--- src/hw/rtl/ffap_pkg.sv ---
// Shared types, constants and codes for the first-fit pool allocator.
`default_nettype none

package ffap_pkg;

  localparam int ADDR_W           = 36;
  localparam int LEN_W            = 37;
  localparam int CFG_IDX_W        = 1;
  localparam int CFG_DATA_W       = 37;
  localparam int DEF_MAX_SEGMENTS = 64;

  localparam logic [LEN_W-1:0] POOL_SIZE_RST = 37'd1073741824;
  localparam logic [LEN_W-1:0] MIN_SPLIT_RST = 37'd1024;
  localparam logic [LEN_W-1:0] GRANULE_ROUND = 37'd255;

  localparam logic [CFG_IDX_W-1:0] CFG_POOL_SIZE = 1'b0;
  localparam logic [CFG_IDX_W-1:0] CFG_MIN_SPLIT = 1'b1;

  typedef enum logic [1:0] {
    ST_OK      = 2'd0,
    ST_OOM     = 2'd1,
    ST_DOUBLE  = 2'd2,
    ST_UNKNOWN = 2'd3
  } status_t;

  typedef enum logic {
    MODE_ALLOC = 1'b0,
    MODE_FREE  = 1'b1
  } mode_t;

  typedef enum logic {
    ALU_ADD = 1'b0,
    ALU_SUB = 1'b1
  } alu_op_t;

  typedef struct packed {
    logic [LEN_W-1:0] res;
    logic             ge;
    logic             zero;
  } alu_res_t;

  typedef struct packed {
    logic             free;
    logic [LEN_W-1:0] len;
    logic [ADDR_W-1:0] off;
  } seg_t;

  typedef enum logic [3:0] {
    S_INIT,
    S_IDLE,
    S_PREP,
    S_SCAN,
    S_SPLIT,
    S_OFFS,
    S_SHUP,
    S_PUT,
    S_FNEXT,
    S_ADD2,
    S_SHDN,
    S_OUT
  } state_t;

endpackage

`default_nettype wire

--- src/hw/rtl/ffap_alu.sv ---
// Shared add/subtract unit with compare flags.
`default_nettype none

module ffap_alu import ffap_pkg::*; (
  input  alu_op_t          op,
  input  logic [LEN_W-1:0] a,
  input  logic [LEN_W-1:0] b,
  output alu_res_t         result
);

  logic [LEN_W:0] wide;

  always_comb begin
    unique case (op)
      ALU_ADD: wide = {1'b0, a} + {1'b0, b};
      ALU_SUB: wide = {1'b0, a} - {1'b0, b};
      default: wide = '0;
    endcase
    result.res  = wide[LEN_W-1:0];
    result.ge   = ~wide[LEN_W];
    result.zero = (wide[LEN_W-1:0] == '0);
  end

endmodule

`default_nettype wire

--- config.mk ---
export PLATFORM = sky130hd
export DESIGN_NAME = ffap_alu
export DESIGN_NICKNAME = d
export VERILOG_FILES = /design/src/hw/rtl/ffap_pkg.sv /design/src/hw/rtl/ffap_alu.sv
export SDC_FILE = /design/constraint.sdc
export NUM_CORES = 1
export LEC_CHECK = 0
export BUFFER_PORTS_ARGS = -buffer_cell sky130_fd_sc_hd__buf_4
export CORE_ASPECT_RATIO = 0.6
export CORE_MARGIN = 2
export CORE_UTILIZATION = 45
export DETAILED_ROUTE_END_ITERATION = 8
export GPL_ROUTABILITY_DRIVEN = 1
export PLACE_DENSITY = 0.74
export SLEW_MARGIN = 40
export SYNTH_ARGS = -nofsm -noshare
export SYNTH_HDL_FRONTEND = slang
export SYNTH_SLANG_ARGS = --single-unit
--- constraint.sdc ---
create_clock -name vclk -period 24.5
set_input_delay 6.125 -clock vclk [all_inputs]
set_output_delay 6.125 -clock vclk [all_outputs]
set_load 0.01 [all_outputs]
==> results of run 1 <==
power breakdown:
part	switching (uW)	leakage, uW	internal (uW)
Clock	0	0	0
Combinational	97.8	0.00178	77.1
Sequential	0	0	0
layer usage:
layer	global-route usage	vias to the layer above	routed length, um	share of wire
met1	0.471	1856	5670	0.50
met2	0.395	243	4310	0.38
met3	0.0455	4	1380	0.12
met5	0	-	0	0
met4	0.00915	0	22	0.0019
li1	-	1999	-	-
cells by family after synthesis:
kind of cell             Yosys count  synth area share
buffers and inverters             35            0.0416
AO/OA/AOI/OAI                    160             0.316
AND/OR/NAND/NOR                  182             0.298
adder cells (fa/ha/maj)           39             0.157
XOR/XNOR                          63             0.175
multiplexers                       4            0.0131
worst max-delay path, cell delays in order:
cell       delay (ps)
buf_4             120
nor2_1            180
nor4b_1           470
and2_1            240
nand2_1           130
nor4_2            470
a21oi_1           180
xnor2_1           170
ha_1              420
nand2_1           150
nor4b_1           550
a22oi_1           140
o211ai_1          200
o21ai_0           180
a2111oi_0         380
or4b_1            490
nor4b_2           370
nand4bb_1         170
nor4_2            160
buf_4             160
cell usage after synthesis, drive strengths merged (2+ instances only):
cell type	n
nor2b	2
mux2i	3
o31ai	2
or2	2
nor4	12
and3	2
ha	38
a21boi	4
o21ai	40
nor3b	4
xnor2	50
buf	2
a21o	12
o21bai	4
a21oi	52
nor4b	4
nand3	6
nor2	60
or4b	3
inv	18
nor3	17
xor2	13
nand2	33
clkbuf	15
o2111ai	2
nand2b	5
and4	2
o211a	4
a2111oi	4
nand4	9
a31oi	11
or3	7
and2	8
o21a	5
a211oi	5
or4	3
o211ai	5
final timing paths:
kind              from        end  slack [ps]  cells past startpoint
hold / removal    b[0]  result[2]       12710                      4
setup / recovery  b[2]  result[0]        6940                     20
stage by stage:
stage / total power (uW) / setup WS (ps)
6_report: 175 / 6940
4_1_cts: 171 / 6790
3_5_place_dp: 171 / 6820
3_3_place_gp: 168 / 7150
2_1_floorplan: 103 / 7970
5_1_grt: 190 / 6410
final cells by class:
class	instances	area (um^2)	share of cell area
Inverter	18	67.6	0.0166
Timing Repair Buffer	114	856	0.211
Tap cell	87	109	0.0268
Multi-Input combinational cell	448	3030	0.746
==> flow_summary.ini, run 1 <==
[drt]
vias_per_cell = 6.15
wl_um = 11400
dr.pass1.iters = 6
wl_per_cell_um = 17.1
drt_iter0_drc = 325
via_count = 4102
drc = 0
drtAntennaViolNets = 0

[global_routing]
grt_max_degree = 38
grt_pass1_vias = 3572
gr-total-overflow = 0
track_usage = 0.286
antenna_found_initial = 0
grt_first_pass_wirelength_um = 18000

[critical_path]
cp_max_fo = 6
cp-end-kind = output pin
path_class = in2out
crit_arrival_ps = 11440
critPathRequiredTime_ps = 18380
crit_path_start_kind = input pin

[sta]
fin_crit_sh = 0.717
hold_slack_ps = 12710
max_slew_margin = 0.480
hold_violations = 0
maxSlewViolCount = 0
tns_ps = 0
setup_viol = 0
grt_setup_unrepaired = no
fin_crit_ps = 17560
fmax_ghz = 0.0569
tightestPinTransition_ps = 760

[cells_and_area]
layout-drive-gt1-share = 0.216
final_cell_mix = 114 x buf_4, 60 x nor2_1, 52 x a21oi_1, 50 x xnor2_1, 40 x o21ai_0
n_sequential_cell = 0
antenna_cells = 0
stdcell_count = 667
final_core_util = 0.604
layout_commonest_cell = buf_4
area_delta_synth_final_pct = 28.7
seq_area_um2 = 0
clkbuf_count = 0
layout.nets = 696
fillers = 662
finish.instance_area_um2 = 4070

[clock_tree]
post_cts_buffers = 0
cts.repair.resized = 0
postCtsHoldBufs = 0

[placed_design]
portBuffers = 114
gp_congestion = 0.946
placed_area_um2 = 4060
dp.cells = 667
dp_hpwl_um = 9900

[die]
start_util = 0.469
die_area_um2 = 7730
floorplan.rows = 23
io_pins = 114
die-width_um = 112
dieHeight_um = 68.9
core-area_um2 = 6730

[yosys]
seq_area_frac_synth = 0
synth_cell_type_count = 59
synth_fp_nets = 597
syn_area_per_cell_um2 = 6.54
synthCells = 483
synth_top_area_frac = 0.151
yosysWarnings = 0
synth_area_um2 = 3160
yosysTopAreaCell = ha_1
synth_area_leaders = ha_1 15%, xnor2_1 14%, a21oi_1 8.2%

[status]
status = completed

[power]
power_density_nw_per_um2 = 43.0
peakVddDrop_uv = 20.8
p_leak_uw = 0.00178

[job]
drv_cap = 0

[min_path]
hold_class = in2out
Power figures use the tool's default switching activity.
==> run 2, diff against run 1 <==
==> constraint.sdc (replaced) <==
create_clock -name vclk -period 16.4
set_input_delay 4.1 -clock vclk [all_inputs]
set_output_delay 4.1 -clock vclk [all_outputs]
set_load 0.01 [all_outputs]
==> flow_summary.ini, run 2 (same netlist as run 1, synthesis figures left out) <==
[sta]
fin_crit_sh = 0.823
max_slew_margin = 0.574
tns_ps = 0
hold_violations = 0
fin_crit_ps = 13500
hold_slack_ps = 8640
grt_setup_unrepaired = no
maxSlewViolCount = 0
setup_viol = 0
tightestPinTransition_ps = 632
fmax_ghz = 0.0741

[drt]
via_count = 4087
dr.pass1.iters = 5
vias_per_cell = 6.13
wl_um = 11500
drtAntennaViolNets = 0
wl_per_cell_um = 17.2
drt_iter0_drc = 382
drc = 0

[cells_and_area]
n_sequential_cell = 0
finish.instance_area_um2 = 4070
layout_commonest_cell = buf_4
clkbuf_count = 0
area_delta_synth_final_pct = 28.8
fillers = 676
layout-drive-gt1-share = 0.216
layout.nets = 696
final_cell_mix = 114 x buf_4, 60 x nor2_1, 52 x a21oi_1, 50 x xnor2_1, 40 x o21ai_0
antenna_cells = 0
multi_input_area_um2 = 3030
seq_area_um2 = 0
final_core_util = 0.604

[critical_path]
path_class = in2out
crit_arrival_ps = 9400
crit_chain = buf_4 > nor2_1 > nor4b_1 > and2_1 > nand2_1 > nor3_1 > a31oi_1 > xnor2_1 > ha_1 > nand2_1 > nor4b_1 > a22oi_1 > o211ai_1 > o21ai_0 > a2111oi_0 > or4b_1 > nor4b_2 > nand4bb_1 > nor4_2 > buf_4
cp-end-kind = output pin
slowest_delay_ps = 600
critPathSlowestCell = nor4b_1
crit_buf_inv = 2
crit_family = simple AND/OR/NAND/NOR gates
cp_max_fo = 8
critPathRequiredTime_ps = 12300
crit_path_start_kind = input pin
critPathLaunch = b[2]

[clock_tree]
cts.repair.resized = 0
postCtsHoldBufs = 0
post_cts_buffers = 0

[min_path]
min_path_cells = 4
hold_class = in2out
hp-start = b[0]
holdPathEnd = result[2]

[power]
power_density_nw_per_um2 = 64.6
peakVddDrop_uv = 29.3
p_leak_uw = 0.00178

[global_routing]
grt_max_degree = 38
grt_first_pass_wirelength_um = 17900
track_usage = 0.285
gr-total-overflow = 0
grt_pass1_vias = 3488
antenna_found_initial = 0

[die]
core-area_um2 = 6730
die_area_um2 = 7730
start_util = 0.469
floorplan.rows = 23
dieHeight_um = 68.9
io_pins = 114
die-width_um = 112

[placed_design]
placed_area_um2 = 4060
dp_hpwl_um = 9950
portBuffers = 114
gp_congestion = 0.936

[job]
drv_cap = 0

[status]
status = completed
-- run 2: report_power, final --
part	total, uW	switching (uW)	internal (uW)
logic	263	147	115
registers	0	0	0
clock network	0	0	0
-- run 2: per-stage QoR --
stage	power (uW)	setup slack [ps]	cells
final	263	2900	667
after global routing	285	2390	667
after CTS	256	2790	667
after detailed placement	255	2830	667
after global placement	251	3110	667
after floorplan	154	3920	483
-- run 2: routing by layer --
layer | GRT usage | routed length [um]
met1 | 0.474 | 5770
met2 | 0.388 | 4350
met3 | 0.0393 | 1280
met4 | 0.0107 | 65
met5 | 0 | 0
-- run 2: final cells by class --
class                      count  area share
multi-input combinational    448       0.746
timing repair buffer         114       0.210
tap                           87      0.0268
inverter                      18      0.0166
-- run 2: worst max path at each step --
stage                     depth (start not counted)   endpoint  slack [ps]
after global routing                             20  result[0]        2390
after detailed placement                         20  result[0]        2830
after CTS                                        20  result[0]        2790
final                                            20  result[0]        2900
after global placement                           20  result[0]        3110
after floorplan                                  19  result[0]        3920
