==> src/hw/rtl/ffap_pkg.sv <==
// Shared types, constants and codes for the first-fit pool allocator.
`default_nettype none

package ffap_pkg;

  localparam int ADDR_W           = 36;
  localparam int LEN_W            = 37;
  localparam int CFG_IDX_W        = 1;
  localparam int CFG_DATA_W       = 37;
  localparam int DEF_MAX_SEGMENTS = 64;

  localparam logic [LEN_W-1:0] POOL_SIZE_RST = 37'd1073741824;
  localparam logic [LEN_W-1:0] MIN_SPLIT_RST = 37'd1024;
  localparam logic [LEN_W-1:0] GRANULE_ROUND = 37'd255;

  localparam logic [CFG_IDX_W-1:0] CFG_POOL_SIZE = 1'b0;
  localparam logic [CFG_IDX_W-1:0] CFG_MIN_SPLIT = 1'b1;

  typedef enum logic [1:0] {
    ST_OK      = 2'd0,
    ST_OOM     = 2'd1,
    ST_DOUBLE  = 2'd2,
    ST_UNKNOWN = 2'd3
  } status_t;

  typedef enum logic {
    MODE_ALLOC = 1'b0,
    MODE_FREE  = 1'b1
  } mode_t;

  typedef enum logic {
    ALU_ADD = 1'b0,
    ALU_SUB = 1'b1
  } alu_op_t;

  typedef struct packed {
    logic [LEN_W-1:0] res;
    logic             ge;
    logic             zero;
  } alu_res_t;

  typedef struct packed {
    logic             free;
    logic [LEN_W-1:0] len;
    logic [ADDR_W-1:0] off;
  } seg_t;

  typedef enum logic [3:0] {
    S_INIT,
    S_IDLE,
    S_PREP,
    S_SCAN,
    S_SPLIT,
    S_OFFS,
    S_SHUP,
    S_PUT,
    S_FNEXT,
    S_ADD2,
    S_SHDN,
    S_OUT
  } state_t;

endpackage

`default_nettype wire

==> src/hw/rtl/ffap_seg_mem.sv <==
// Segment table memory: one write port, one registered read port.
`default_nettype none

module ffap_seg_mem import ffap_pkg::*; #(
  parameter int DEPTH = DEF_MAX_SEGMENTS,
  localparam int IDX_W = $clog2(DEPTH)
) (
  input  logic             clk,
  input  logic             we,
  input  logic [IDX_W-1:0] waddr,
  input  seg_t             wdata,
  input  logic [IDX_W-1:0] raddr,
  output seg_t             rdata
);

  seg_t mem [DEPTH];

  always_ff @(posedge clk) begin
    if (we) begin
      mem[waddr] <= wdata;
    end
    rdata <= mem[raddr];
  end

endmodule

`default_nettype wire

==> config.mk <==
export PLATFORM = sky130hd
export DESIGN_NAME = ffap_seg_mem
export DESIGN_NICKNAME = d
export VERILOG_FILES = /design/src/hw/rtl/ffap_pkg.sv /design/src/hw/rtl/ffap_seg_mem.sv
export SDC_FILE = /design/constraint.sdc
export NUM_CORES = 2
export LEC_CHECK = 0
export ABC_CLOCK_PERIOD_IN_PS = 9200
export BUFFER_PORTS_ARGS = -buffer_cell sky130_fd_sc_hd__clkbuf_2
export CAP_MARGIN = 30
export CELL_PAD_IN_SITES_DETAIL_PLACEMENT = 2
export CELL_PAD_IN_SITES_GLOBAL_PLACEMENT = 2
export CORE_UTILIZATION = 51
export DETAILED_ROUTE_END_ITERATION = 6
export PLACE_DENSITY = 0.74
export SYNTH_ARGS = -nofsm -noshare
export SYNTH_HDL_FRONTEND = slang
export SYNTH_MEMORY_MAX_BITS = 65536
export SYNTH_SLANG_ARGS = --single-unit
==> constraint.sdc <==
create_clock -name clk -period 9.2 [get_ports clk]
set_clock_uncertainty 0.1 [all_clocks]
set_input_delay 1.38 -clock clk [delete_from_list [all_inputs] [get_ports clk]]
set_output_delay 1.38 -clock clk [all_outputs]
set_load 0.05 [all_outputs]
==> results of run 1 <==
-- metrics by stage --
step / instances / worst slack, ns
after floorplan: 7657 / 1.581
after global placement: 12337 / 3.747
-- synth_stat cells (all sizes together) --
master	n	area, µm²
edfxtp	4736	142200
mux4	1211	27270
buf	249	1341
a22oi	224	1682
nand2	183	686.9
clkbuf	181	679.4
a21oi	177	885.9
mux2	132	1486
o22ai	99	619.3
nor2	94	352.8
dfxtp	74	1481
nor3	68	340.3
nand3	53	265.3
mux2i	48	480.5
a222oi	33	330.3
a31oi	33	206.5
nor2b	13	81.33
o21ai	10	50.05
a31o	9	78.83
o32ai	9	78.83
nand2b	5	31.28
nand3b	4	30.03
and2	3	18.77
nand4	2	12.51
or2	2	12.51
or3b	2	17.52
inv	1	3.750
nand4b	1	8.760
or3	1	6.260
-- kinds of logic after synthesis --
group,count (synthesis),share of synthesized area
flops,4810,0.7950
simple gates,431,0.01031
mux,1391,0.1618
compound gates,594,0.02175
buf+inv,431,0.01120
==> impl_results.html, run 1 <==
<table>
<tr><th>Metric</th><th>Value</th></tr>
<tr><th colspan="2">Yosys</th></tr>
<tr><td>Number of different library cells in the post-synthesis netlist</td><td>32</td></tr>
<tr><td>Number of nets produced by synthesis</td><td>7745</td></tr>
<tr><td>Post-synthesis instance area</td><td>180800 µm²</td></tr>
<tr><td>Mapped Avg Cell Area</td><td>23.61 µm²</td></tr>
<tr><td>Synthesis warning total</td><td>0</td></tr>
<tr><td>Sequential element share of the synthesized area</td><td>0.7950</td></tr>
<tr><td>Cells after synthesis</td><td>7657</td></tr>
<tr><td>Flops &amp; latches, synth</td><td>4810</td></tr>
<tr><th colspan="2">Run status</th></tr>
<tr><td>Stage where the run ended</td><td>detailed placement (3_5_place_dp)</td></tr>
<tr><td>Error text reported by the tool</td><td>[ERROR DPL-0033] detailed placement checks failed during check placement.</td></tr>
<tr><td>Run status</td><td>aborted with a tool error</td></tr>
<tr><th colspan="2">Die</th></tr>
<tr><td>Die span in x</td><td>597.3 µm</td></tr>
<tr><td>Initial Util</td><td>0.5125</td></tr>
<tr><td>Count of boundary I/O pins</td><td>162</td></tr>
<tr><td>Standard-cell rows</td><td>218</td></tr>
<tr><td>Vert. Die Dim</td><td>597.3 µm</td></tr>
<tr><th colspan="2">Placement</th></tr>
<tr><td>Quantity of I/O buffers inserted on ports</td><td>161</td></tr>
<tr><td>Routability cong.</td><td>0.7778</td></tr>
<tr><td>Total half-perimeter wirelength after legalization and detailed placement</td><td>408600 µm</td></tr>
</table>
==> inputs of run 2 (changes only) <==
--- a/config.mk
+++ b/config.mk
@@ -8,11 +8,9 @@
 export ABC_CLOCK_PERIOD_IN_PS = 9200
 export BUFFER_PORTS_ARGS = -buffer_cell sky130_fd_sc_hd__clkbuf_2
 export CAP_MARGIN = 30
-export CELL_PAD_IN_SITES_DETAIL_PLACEMENT = 2
-export CELL_PAD_IN_SITES_GLOBAL_PLACEMENT = 2
-export CORE_UTILIZATION = 51
+export CORE_UTILIZATION = 40
 export DETAILED_ROUTE_END_ITERATION = 6
-export PLACE_DENSITY = 0.74
+export PLACE_DENSITY_LB_ADDON = 0.15
 export SYNTH_ARGS = -nofsm -noshare
 export SYNTH_HDL_FRONTEND = slang
 export SYNTH_MEMORY_MAX_BITS = 65536
==> impl_results.html, run 2 <==
<table>
<tr><th>Metric</th><th>Value</th></tr>
<tr><th colspan="2">Final layout</th></tr>
<tr><td>Net count of the finished layout</td><td>8326</td></tr>
<tr><td>Max reg flops</td><td>4736</td></tr>
<tr><td>Final design area excluding fillers</td><td>208100 µm²</td></tr>
<tr><td>Register bank with the most flops</td><td>mem</td></tr>
<tr><td>Largest registers</td><td>mem: 4736 flops, rdata: 74 flops</td></tr>
<tr><td>Final Instance Count excl. Fillers</td><td>14622</td></tr>
<tr><td>Synth-to-Final Area Change</td><td>15.11%</td></tr>
<tr><td>Fraction of the core area covered by cells at the end of the flow</td><td>0.4630</td></tr>
<tr><td>Fraction of layout instances using a drive strength above 1</td><td>0.3038</td></tr>
<tr><td>Commonest cells after routing, fill and taps aside</td><td>edfxtp_1 (4736), mux4_2 (1211), clkbuf_16 (537)</td></tr>
<tr><td>Most common cell after layout, fill and taps aside</td><td>edfxtp_1</td></tr>
<tr><th colspan="2">Timing</th></tr>
<tr><td>Worst max-slew margin expressed relative to the limit</td><td>0.1772</td></tr>
<tr><td>Pins Over Slew Limit</td><td>0</td></tr>
<tr><td>RSZ-0062 raised after global routing</td><td>false</td></tr>
<tr><td>Share of the clock period used by the worst path after layout</td><td>0.4393</td></tr>
<tr><td>Least setup slack across all paths after layout</td><td>5.158 ns</td></tr>
<tr><td>Number of failing setup endpoints in the final timing report</td><td>0</td></tr>
<tr><td>FMAX</td><td>247.4 MHz</td></tr>
<tr><td>Hold violation count in the final report</td><td>0</td></tr>
<tr><td>Transition time at the pin with the least slew margin</td><td>1.234 ns</td></tr>
<tr><td>Total negative slack</td><td>0 ns</td></tr>
<tr><td>Final Critical Period</td><td>4.042 ns</td></tr>
<tr><th colspan="2">Yosys</th></tr>
<tr><td>Number of different library cells in the post-synthesis netlist</td><td>32</td></tr>
<tr><td>Mapped Avg Cell Area</td><td>23.61 µm²</td></tr>
<tr><td>Cells after synthesis</td><td>7657</td></tr>
<tr><td>Share of flip-flops with an asynchronous set or reset after synthesis</td><td>0</td></tr>
<tr><td>Proportion of synthesized area in mux cells</td><td>0.1618</td></tr>
<tr><td>Most frequent cell after synthesis</td><td>edfxtp_1</td></tr>
<tr><td>Biggest area contributors in the synthesized netlist</td><td>edfxtp_1 (79%), mux4_2 (15%), a22oi_1 (0.93%)</td></tr>
<tr><td>Number of flops mapped to enable cells by yosys</td><td>4736</td></tr>
<tr><td>XOR/XNOR share of the synthesized area</td><td>0</td></tr>
<tr><td>Largest family of logic cells by synthesized area</td><td>multiplexers</td></tr>
<tr><td>Fraction of post-synthesis cell area in the top cell type by area</td><td>0.7868</td></tr>
<tr><td>Most used standard cells in the synthesized netlist</td><td>edfxtp_1 (4736), mux4_2 (1211), a22oi_1 (224), nand2_1 (183), clkbuf_1 (181)</td></tr>
<tr><td>Leading register cell type out of synthesis</td><td>edfxtp_1</td></tr>
<tr><td>Synthesis warning total</td><td>0</td></tr>
<tr><td>Compound-cell area share of the yosys netlist</td><td>0.02175</td></tr>
<tr><td>Largest area contributor in the netlist</td><td>edfxtp_1</td></tr>
<tr><td>Sequential element share of the synthesized area</td><td>0.7950</td></tr>
<tr><td>Flops &amp; latches, synth</td><td>4810</td></tr>
<tr><td>Synth Area in Adders</td><td>0</td></tr>
<tr><td>Simple-gate area share of the yosys netlist</td><td>0.01031</td></tr>
<tr><td>Post-synthesis instance area</td><td>180800 µm²</td></tr>
<tr><td>Number of nets produced by synthesis</td><td>7745</td></tr>
<tr><th colspan="2">Critical path</th></tr>
<tr><td>Largest fanout on the critical path</td><td>110</td></tr>
<tr><td>Crit. End Element</td><td>flop</td></tr>
<tr><td>Launching element type of the critical path</td><td>input port</td></tr>
<tr><td>Category of the most critical setup path</td><td>input port to flop</td></tr>
<tr><td>Required time of the worst setup path</td><td>10.06 ns</td></tr>
<tr><td>Data arrival time of the worst path</td><td>4.90 ns</td></tr>
<tr><th colspan="2">Global routing</th></tr>
<tr><td>Global route total overflow</td><td>0</td></tr>
<tr><td>Antenna violations before repair</td><td>32</td></tr>
<tr><td>Via count of the first global-routing pass</td><td>89055</td></tr>
<tr><td>Total routing usage reported by global routing</td><td>0.2246</td></tr>
<tr><td>Largest net degree at the start of global routing</td><td>134</td></tr>
<tr><td>First-pass GRT wire length</td><td>714900 µm</td></tr>
<tr><th colspan="2">Placement</th></tr>
<tr><td>Setup slack after placement</td><td>4.183 ns</td></tr>
<tr><td>Total half-perimeter wirelength after legalization and detailed placement</td><td>275300 µm</td></tr>
<tr><td>Total placed instance area</td><td>190900 µm²</td></tr>
<tr><td>Quantity of I/O buffers inserted on ports</td><td>161</td></tr>
<tr><td>Routability cong.</td><td>0.7458</td></tr>
<tr><td># placed instances</td><td>13642</td></tr>
<tr><th colspan="2">Detailed routing</th></tr>
<tr><td>Routed wire per std cell</td><td>35.18 µm</td></tr>
<tr><td>Routed wire length</td><td>514400 µm</td></tr>
<tr><td>Via density per instance</td><td>5.870</td></tr>
<tr><td>Via count of the routed design</td><td>85833</td></tr>
<tr><td>Initial detailed-routing violation count</td><td>9598</td></tr>
<tr><td>Routed Antenna Nets</td><td>0</td></tr>
<tr><td>Final routed DRC violation total</td><td>0</td></tr>
<tr><td>Number of detailed-routing iterations run before antenna repair</td><td>6</td></tr>
<tr><th colspan="2">Clocking</th></tr>
<tr><td>Clock-pin slew on the worst setup and hold paths</td><td>0.06 ns</td></tr>
<tr><td>Worst-Skew Late Latency</td><td>1.06 ns</td></tr>
<tr><td>Number of buffers added to fix hold violations after cts</td><td>0</td></tr>
<tr><td>Sink count of the clock tree</td><td>4810</td></tr>
<tr><td>Number of buffers on the longest clock path</td><td>4</td></tr>
<tr><td>Buffers inserted during post-CTS setup optimization</td><td>0</td></tr>
<tr><td>Resized Gates After CTS</td><td>0</td></tr>
<tr><td>CTS tree</td><td>yes</td></tr>
<tr><td>CTS HTree Levels</td><td>6</td></tr>
<tr><td>Total clock buffers created by CTS</td><td>522</td></tr>
<tr><td>Clock Tree Root</td><td>clkbuf_16</td></tr>
<tr><th colspan="2">Pwr</th></tr>
<tr><td>NetSw</td><td>10.33 mW</td></tr>
<tr><td>Total power density per cell area</td><td>226.5 nW/µm²</td></tr>
<tr><td>Leakage power of the design</td><td>64.51 nW</td></tr>
<tr><td>Fraction of power consumed by sequential logic</td><td>0.517</td></tr>
<tr><td>Cell-internal power</td><td>36.78 mW</td></tr>
<tr><td>Maximum resistive drop on vdd</td><td>0.0001907 V</td></tr>
<tr><td>Switching fraction of total power</td><td>0.2193</td></tr>
<tr><td>Part of the power in combinational logic</td><td>0.049</td></tr>
<tr><td>Part of the power in the clock network</td><td>0.434</td></tr>
<tr><th colspan="2">Run status</th></tr>
<tr><td>Run status</td><td>complete, no violations</td></tr>
<tr><th colspan="2">Die</th></tr>
<tr><td>Total core area</td><td>449400 µm²</td></tr>
<tr><td>Die span in x</td><td>674.2 µm</td></tr>
<tr><td>Count of boundary I/O pins</td><td>162</td></tr>
<tr><td>Die Footprint</td><td>454600 µm²</td></tr>
<tr><td>Vert. Die Dim</td><td>674.2 µm</td></tr>
<tr><td>Standard-cell rows</td><td>246</td></tr>
<tr><td>Initial Util</td><td>0.4022</td></tr>
<tr><th colspan="2">Flow run</th></tr>
<tr><td>MaxCap Viol Count</td><td>0</td></tr>
<tr><th colspan="2">Min path</th></tr>
<tr><td>Worst Hold Class</td><td>input port to flop</td></tr>
</table>
## run 2: final timing paths
check,start,to,cells past startpoint,slack (ns)
setup / recovery,raddr[2],rdata[26]$_DFF_P_,8,5.16
setup reg to reg,mem[47][61]$_DFFE_PP_,rdata[61]$_DFF_P_,4,6.72
hold / removal,wdata[53],mem[19][53]$_DFFE_PP_,1,0.53
hold reg to reg,mem[11][65]$_DFFE_PP_,rdata[65]$_DFF_P_,5,0.74
## run 2: power by group through the flow
stage | Sequential, mW | Clock [mW] | Combinational, mW
5_1_grt | 24.4 | 21.6 | 2.44
2_1_floorplan | 24.9 | 0 | 1.15
3_3_place_gp | 24.8 | 0 | 2.24
4_1_cts | 24.4 | 20.8 | 2.32
3_5_place_dp | 24.8 | 0 | 2.31
6_report | 24.4 | 20.5 | 2.30
## run 2: cell type report
cell class	count	area, µm²
Fill cell	37099	241300
Tap cell	5952	7447
Multi-Input combinational cell	2416	35590
Timing Repair Buffer	487	4594
Sequential cell	4810	143700
Clock inverter	250	2462
Clock buffer	695	14230
Inverter	1	11.26
Antenna cell	11	27.53
## run 2: kinds of logic after synthesis
| group | Yosys count |
|---|---|
| DFF | 4810 |
| and+or+nand+nor | 431 |
| AOI/OAI and AO/OA | 594 |
| muxes | 1391 |
| buffers and inverters | 431 |
## run 2: routing by layer
| metal | part of all wire | track usage | vias to the layer above |
|---|---|---|---|
| met5 | 0.000099 | 0 | - |
| met4 | 0.023 | 0.05403 | 8 |
| met3 | 0.058 | 0.02903 | 683 |
| met2 | 0.50 | 0.3804 | 3126 |
| met1 | 0.42 | 0.3103 | 47787 |
| li1 | - | - | 34229 |
## run 2: through the flow
stage	hold WS [ns]	power, mW
5_1_grt	0.5022	48.43
2_1_floorplan	0.6492	26.10
6_report	0.5303	47.12
4_1_cts	0.4886	47.53
3_3_place_gp	0.7405	27.08
3_5_place_dp	0.7184	27.15
## run 2: worst max-delay path, stage by stage
cell	delay (ns)
buf_8	0.33
buf_12	0.49
buf_4	0.88
mux4_2	0.36
o22ai_1	0.08
a31oi_1	0.45
a21oi_1	0.13
nor3_1	0.24
Note: power is estimated with default switching activity, not from simulation.
